[src/hdl/e2r_pkg.sv]
// ----------------------------------------------------------------------------
// e2r_pkg
// Types, constants and arithmetic helpers of the Euler angle to matrix block.
// ----------------------------------------------------------------------------
package e2r_pkg;

    localparam int ANGLE_BITS_DEF = 16;
    localparam int FRAC_BITS_DEF  = 16;
    localparam int CORDIC_ITERS   = 30;
    localparam int Q30_W          = 32;
    localparam int XY_W           = 34;
    localparam int Z_W            = 33;
    localparam int QUEUE_DEPTH    = 4;
    localparam int QUEUE_AW       = 2;

    localparam logic signed [XY_W-1:0] CORDIC_GAIN = XY_W'(652032874);
    localparam logic signed [XY_W-1:0] Q30_ONE     = XY_W'(1073741824);

    typedef logic signed [Q30_W-1:0] q30_t;

    // Sine and cosine of the three angles
    typedef struct packed {
        q30_t sp;
        q30_t cp;
        q30_t sy;
        q30_t cy;
        q30_t sr;
        q30_t cr;
    } trig_t;

    typedef struct packed {
        logic full;
        logic empty;
    } queue_stat_t;

    // Arctangent of 2^-i in units of 2^-32 turn
    function automatic logic signed [Z_W-1:0] atan_step(input int i);
        logic [29:0] a;
        case (i)
            0:  a = 30'h20000000;  1:  a = 30'h12E4051E;  2:  a = 30'h09FB385B;
            3:  a = 30'h051111D4;  4:  a = 30'h028B0D43;  5:  a = 30'h0145D7E1;
            6:  a = 30'h00A2F61E;  7:  a = 30'h00517C55;  8:  a = 30'h0028BE53;
            9:  a = 30'h00145F2F;  10: a = 30'h000A2F98;  11: a = 30'h000517CC;
            12: a = 30'h00028BE6;  13: a = 30'h000145F3;  14: a = 30'h0000A2FA;
            15: a = 30'h0000517D;  16: a = 30'h000028BE;  17: a = 30'h0000145F;
            18: a = 30'h00000A30;  19: a = 30'h00000518;  20: a = 30'h0000028C;
            21: a = 30'h00000146;  22: a = 30'h000000A3;  23: a = 30'h00000051;
            24: a = 30'h00000029;  25: a = 30'h00000014;  26: a = 30'h0000000A;
            27: a = 30'h00000005;  28: a = 30'h00000003;  29: a = 30'h00000001;
            default: a = 30'h0;
        endcase
        return $signed({3'b000, a});
    endfunction

    // Q30 product rounded to nearest (half up) back to Q30
    function automatic q30_t mul_q30(input q30_t a, input q30_t b);
        logic signed [63:0] p;
        p = 64'(a) * 64'(b) + 64'sd536870912;
        return q30_t'(p >>> 30);
    endfunction

endpackage

[src/hdl/e2r_queue.sv]
// ----------------------------------------------------------------------------
// e2r_queue
// Short FIFO of sine and cosine sets between the front and back parts.
// ----------------------------------------------------------------------------
module e2r_queue (
    input  logic                 clk,
    input  logic                 rst_n,
    input  logic                 push,
    input  e2r_pkg::trig_t       wdata,
    input  logic                 pop,
    output e2r_pkg::trig_t       rdata,
    output e2r_pkg::queue_stat_t stat
);

    localparam int AW = e2r_pkg::QUEUE_AW;

    e2r_pkg::trig_t mem_reg [0:e2r_pkg::QUEUE_DEPTH-1];
    logic [AW-1:0]  wr_ptr_reg, rd_ptr_reg;
    logic [AW:0]    count_reg;

    assign stat.full  = (count_reg == (AW+1)'(e2r_pkg::QUEUE_DEPTH));
    assign stat.empty = (count_reg == '0);
    assign rdata      = mem_reg[rd_ptr_reg];

    // Store pushed entries
    always_ff @(posedge clk)
    begin
        if (push)
            mem_reg[wr_ptr_reg] <= wdata;
    end

    // Move pointers and count
    always_ff @(posedge clk or negedge rst_n)
    begin
        if (!rst_n)
        begin
            wr_ptr_reg <= '0;
            rd_ptr_reg <= '0;
            count_reg  <= '0;
        end
        else
        begin
            if (push)
                wr_ptr_reg <= wr_ptr_reg + 1'b1;
            if (pop)
                rd_ptr_reg <= rd_ptr_reg + 1'b1;
            if (push && !pop)
                count_reg <= count_reg + 1'b1;
            else if (pop && !push)
                count_reg <= count_reg - 1'b1;
        end
    end

endmodule

[config.mk]
export PLATFORM = sky130hd
export DESIGN_NAME = e2r_queue
export DESIGN_NICKNAME = d
export VERILOG_FILES = /design/src/hdl/e2r_pkg.sv /design/src/hdl/e2r_queue.sv
export SDC_FILE = /design/constraint.sdc
export NUM_CORES = 1
export LEC_CHECK = 0
export ABC_CLOCK_PERIOD_IN_PS = 6600
export BUFFER_PORTS_ARGS = -buffer_cell sky130_fd_sc_hd__buf_2
export CELL_PAD_IN_SITES_DETAIL_PLACEMENT = 0
export CELL_PAD_IN_SITES_GLOBAL_PLACEMENT = 1
export CORE_ASPECT_RATIO = 1.4
export CORE_MARGIN = 2
export CORE_UTILIZATION = 25
export DETAILED_ROUTE_END_ITERATION = 10
export PLACE_DENSITY_LB_ADDON = 0.1
export SLEW_MARGIN = 15
export SYNTH_ARGS = -nofsm -noshare
export SYNTH_HDL_FRONTEND = slang
export SYNTH_SLANG_ARGS = --single-unit
[constraint.sdc]
create_clock -name clk -period 6.6 [get_ports clk]
set_input_delay 1.32 -clock clk [delete_from_list [all_inputs] [get_ports clk]]
set_output_delay 1.32 -clock clk [all_outputs]
set_load 0.05 [all_outputs]
### Word-level counts from Yosys, hierarchy flattened

Memories as Yosys holds them, arrays and structs flattened.
Cells that the tools add are included.

| storage, ports and cells | value |
|---|---|
| latch bits | 0 |
| logic and storage cells | 19 |
| memories kept | 1 |
| register bits | 7 |
| bits in writable memories | 768 |
| memory bits (read-only) | 0 |

| operators by class | value |
|---|---|
| multipliers | 0 |
| reductions and logical operators | 6 |
| magnitude comparators | 0 |
| equal/unequal tests | 1 |
| shift-type cells | 0 |
| bitwise gates (word level) | 0 |
| divide/modulo/power cells | 0 |
| add/sub/neg operators | 4 |
| multiplexer cells | 4 |

Memory list:

| memory | depth | bits a word | read ports | clocked after memory_dff | wr ports | RTL line | text |
|---|---|---|---|---|---|---|---|
| mem_reg | 4 | 192 | 1 | 0 | 1 | e2r_queue.sv:17 | `e2r_pkg::trig_t mem_reg [0:e2r_pkg::QUEUE_DEPTH-1];` |

Operator list:

| kind | count |
|---|---|
| 3-bit 2-to-1 mux | 2 |
| 2-bit by 1-bit adder with 2-bit output, second input constant | 2 |
| 3-bit by 1-bit adder with 3-bit output, second input constant | 1 |
| 3-bit == test, second input constant | 1 |
| 3-bit logical NOT | 1 |
| 3-bit by 1-bit subtractor with 3-bit output, second input constant | 1 |
| 1-bit logical AND | 2 |
| 1-bit logical NOT | 2 |
| 1-bit 2-to-1 mux | 2 |
| 2-bit nonzero test | 1 |

### Longest topological paths before layout

| logic depth | value |
|---|---|
| depth in word-level cells | 4 |
| gate-level depth with buffers | 7 |

### Worst setup path before layout

Ideal clock, no wire load.

| timing | value |
|---|---|
| path kind | input port to flip-flop |
| from | input port push |
| to | memory mem_reg[1][0] in the netlist's numbering (enable) |
| arrival time | 5.679 ns |
| setup slack | 0.346 ns |
| path buffers | 0 |
| library setup time | 0.575 ns |
| required time | 6.025 ns |
| stages on the path | 1 |
| cells stage by stage | and2_1 |

| on the way | value |
|---|---|
| word-level cells in the longest chain between the ends | 2 |

Ends and longest elaborated chain:

| item | RTL line | text |
|---|---|---|
| start: declaration | e2r_queue.sv:8 | `input logic push,` |
| 1-bit 2-to-1 mux | e2r_queue.sv:28 | `if (push)` |
| 1-bit 2-to-1 mux (implied by the code) | e2r_queue.sv:29 | `mem_reg[wr_ptr_reg] <= wdata;` |
| end: declaration | e2r_queue.sv:17 |  |

Every way passes these cells.

==> flow_summary.json <==
{
  "outcome": "complete, no violations",
  "worst_min_delay_path_category": "reg2reg",
  "crit_path_end_kind": "output pin",
  "postSynthAreaPerCell_um2": 27.11,
  "synth_area_um2": 28110,
  "drt_pass1_iterations": 5,
  "post_cts.repair.setup_buffers": 0,
  "largest_reg_flops": 768,
  "ant_nets": 0,
  "clock_sink_count": 775,
  "cts_root_buf": "clkbuf_16",
  "final_max_slew_viol_count": 0,
  "grt_use_total_pct": 12.00,
  "critPathMaxFanout": 56,
  "hold_viol_final": 0,
  "n_fill_cell": 10830,
  "finalSetupViolCount": 0,
  "max-cap-violations": 0,
  "arrival_ns": 3.16,
  "tritoncts.num_buffers": 84,
  "rows": 145,
  "worstSetupPathType": "reg2out",
  "via_count": 12660,
  "routed_vias_inst": 4.175,
  "drt_first_iter_violations": 555,
  "grt_first_pass_wirelength_um": 100100,
  "r2r.worst_path.cells": 4,
  "power_frac_seq_pct": 37.0,
  "fin_setup_tns_ns": 0,
  "worstSkewPairLatency_ns": 0.64,
  "power.switching_fraction_pct": 39.09,
  "final_nets": 1689,
  "core_area_um2": 111600,
  "achievable-frequency_mhz": 223.4,
  "first_global_vias": 14150,
  "critical_path_data_required_time_ns": 5.28,
  "dieHeight_um": 400.8,
  "net_switching_w": 0.007158,
  "dp_hpwl_um": 41740,
  "layout_area_growth_over_synthesis_pct": 23.44,
  "clock_tree.buffer_depth": 3,
  "post_cts_resized": 0,
  "clk_pin_slew_worst_paths_ns": 0.06,
  "pwr-share-clk_pct": 26.0,
  "clock_tree.htree_level_count": 3,
  "die_w_um": 287.4,
  "drc": 0,
  "placement.io_buffers": 389,
  "synth_fp_nets": 1239,
  "max_slew.worst_pin.slew_ns": 0.9759,
  "synthMuxAreaShare_pct": 15.42,
  "synth-adder-area-share_pct": 0.2938,
  "count_of_hold_buffers_inserted_by_post_cts_repair": 0,
  "post_route_cells_drive_above_1_share_pct": 47.66,
  "initial_utilization_pct": 25.20,
  "gpl_wtd_cong": 0.6741,
  "grt_max_degree": 104,
  "cellPowerDensity_nw_per_um2": 527.6,
  "io-pin-count": 390,
  "synth-seq-area-share_pct": 82.66,
  "shortest_period_the_worst_path_allows_ns": 4.477,
  "fin_worst_skew_ns": 0.01709,
  "internal_power_w": 0.01115,
  "synth.ff_latch_count": 775,
  "regToRegSetupSlack_ns": 3.99,
  "final.period_utilization_pct": 67.84,
  "area_share_of_xor_xnor_cells_in_the_synthesized_design_pct": 0.1869,
  "grt_antenna_before_repair": 25,
  "whs_path_depth": 1,
  "dominant_combinational_cell_family_by_area_after_synthesis": "multiplexers",
  "worstSetupStartpointType": "flip-flop",
  "power.leakage_nw": 11.53,
  "fp.dieArea_um2": 115200,
  "setup_repair_after_global_routing_missed_its_margin": "false",
  "gate_count_after_technology_mapping": 1037,
  "pwr-share-comb_pct": 37.0,
  "tritoncts": "built",
  "netlist-cell-type-count": 21,
  "power.ir.vdd_worst_mv": 0.2995,
  "synth_compound_gate_area_share_pct": 0.01780,
  "ys.warnings.count": 0,
  "route.final.wire_length_um": 69090,
  "final_core_utilization_pct": 31.10,
  "overflow": 0,
  "timing.max_slew.rel_slack_pct": 34.94,
  "detail_route.wl_per_cell_um": 22.79,
  "synth-simple-area-share_pct": 0.1736
}
path summary, 6_finish.rpt:
| path | startpoint | end |
|---|---|---|
| worst min-delay path | count_reg[2] | count_reg[2] |
| worst max-delay path | rd_ptr_reg[0] | rdata[132] |
| min in group asynchronous | rst_n | rd_ptr_reg[1] |
| worst max register to register | wr_ptr_reg[0] | mem_reg[0][80] |
| max in group asynchronous | rst_n | rd_ptr_reg[0] |
| worst min register to register | count_reg[2] | count_reg[2] |
through the flow:
stage	power [W]	area [um2]	cells	setup slack, ns	hold WS, ns
after global placement	0.01389	31850	2871	2.666	0.4713
after CTS	0.01880	34690	3029	1.927	0.4340
after global routing	0.01917	34700	3030	1.845	0.4628
after floorplan	0.01213	28110	1037	0.3456	0.4563
after detailed placement	0.01393	31850	2871	2.675	0.4809
final	0.01831	34700	3032	2.123	0.4898
placed cells by master (no fill, tap or decap), drive strengths merged:
cell and n:
and2 4, ha 5, clkinvlp 7, fa 1, nor3b 1, nor3 1, edfxtp 768, bufinv 7
nor2 1, xnor2 2, buf 407, xor2 4, diode 3, nand2 2, mux4 192, clkinv 34
clkbuf 105, dfrtp 7, o21ai 1, inv 9, mux2 1
cells in the mapped netlist, drive strengths merged:
| library cell | instances | share of area, % |
|---|---|---|
| xnor2 | 2 | 0.062 |
| xor2 | 4 | 0.12 |
| fa | 1 | 0.071 |
| edfxtp | 768 | 82 |
| dfrtp | 7 | 0.62 |
| ha | 5 | 0.22 |
| and2 | 4 | 0.089 |
| mux2 | 1 | 0.040 |
| clkbuf | 2 | 0.027 |
| inv | 4 | 0.053 |
| nor2 | 1 | 0.013 |
| nor3 | 1 | 0.018 |
| o21ai | 1 | 0.018 |
| mux4 | 192 | 15 |
| nor3b | 1 | 0.027 |
| buf | 41 | 1.2 |
| nand2 | 2 | 0.027 |
worst max-delay path, cell delays in order, from the launching register on:
cell and delay [ns]:
dfrtp_4 1.05, buf_12 0.45, mux4_2 0.59, buf_2 0.24
per-layer routing:
layer	track usage (%)	routed length [um]	vias up	part of all wire (%)
met2	19.91	34010	372	49
li1	-	-	5441	-
met4	3.993	1488	32	2.2
met1	13.92	26810	6690	39
met5	0	190	-	0.27
met3	5.017	6597	125	9.5
layout make-up:
class                   instances  area [um2]  share of cell area, %
repair buffers                407        2220                  6.396
clock buffers                 105        2336                  6.732
clock inverters                53       505.5                  1.457
diodes                          3       7.507                0.02163
well taps                    1470        1839                  5.300
flip-flops and latches        775       23240                  66.98
inverters                       4       15.01                0.04327
multi-input cells             215        4534                  13.07
cells by family after synthesis:
| kind of cell | count (synthesis) |
|---|---|
| AO/OA/AOI/OAI | 1 |
| XOR/XNOR | 6 |
| adder cells (fa/ha/maj) | 6 |
| buffers and inverters | 47 |
| flip-flops | 775 |
| multiplexers | 193 |
| AND/OR/NAND/NOR | 9 |
power groups by stage:
stage | Combinational (W) | Clock [W] | Sequential, W
2_1_floorplan | 0.00529 | 0 | 0.00684
3_3_place_gp | 0.00702 | 0 | 0.00687
3_5_place_dp | 0.00702 | 0 | 0.00691
4_1_cts | 0.00703 | 0.00495 | 0.00681
5_1_grt | 0.00720 | 0.00510 | 0.00687
6_report | 0.00677 | 0.00476 | 0.00678
Power figures use the tool's default switching activity.
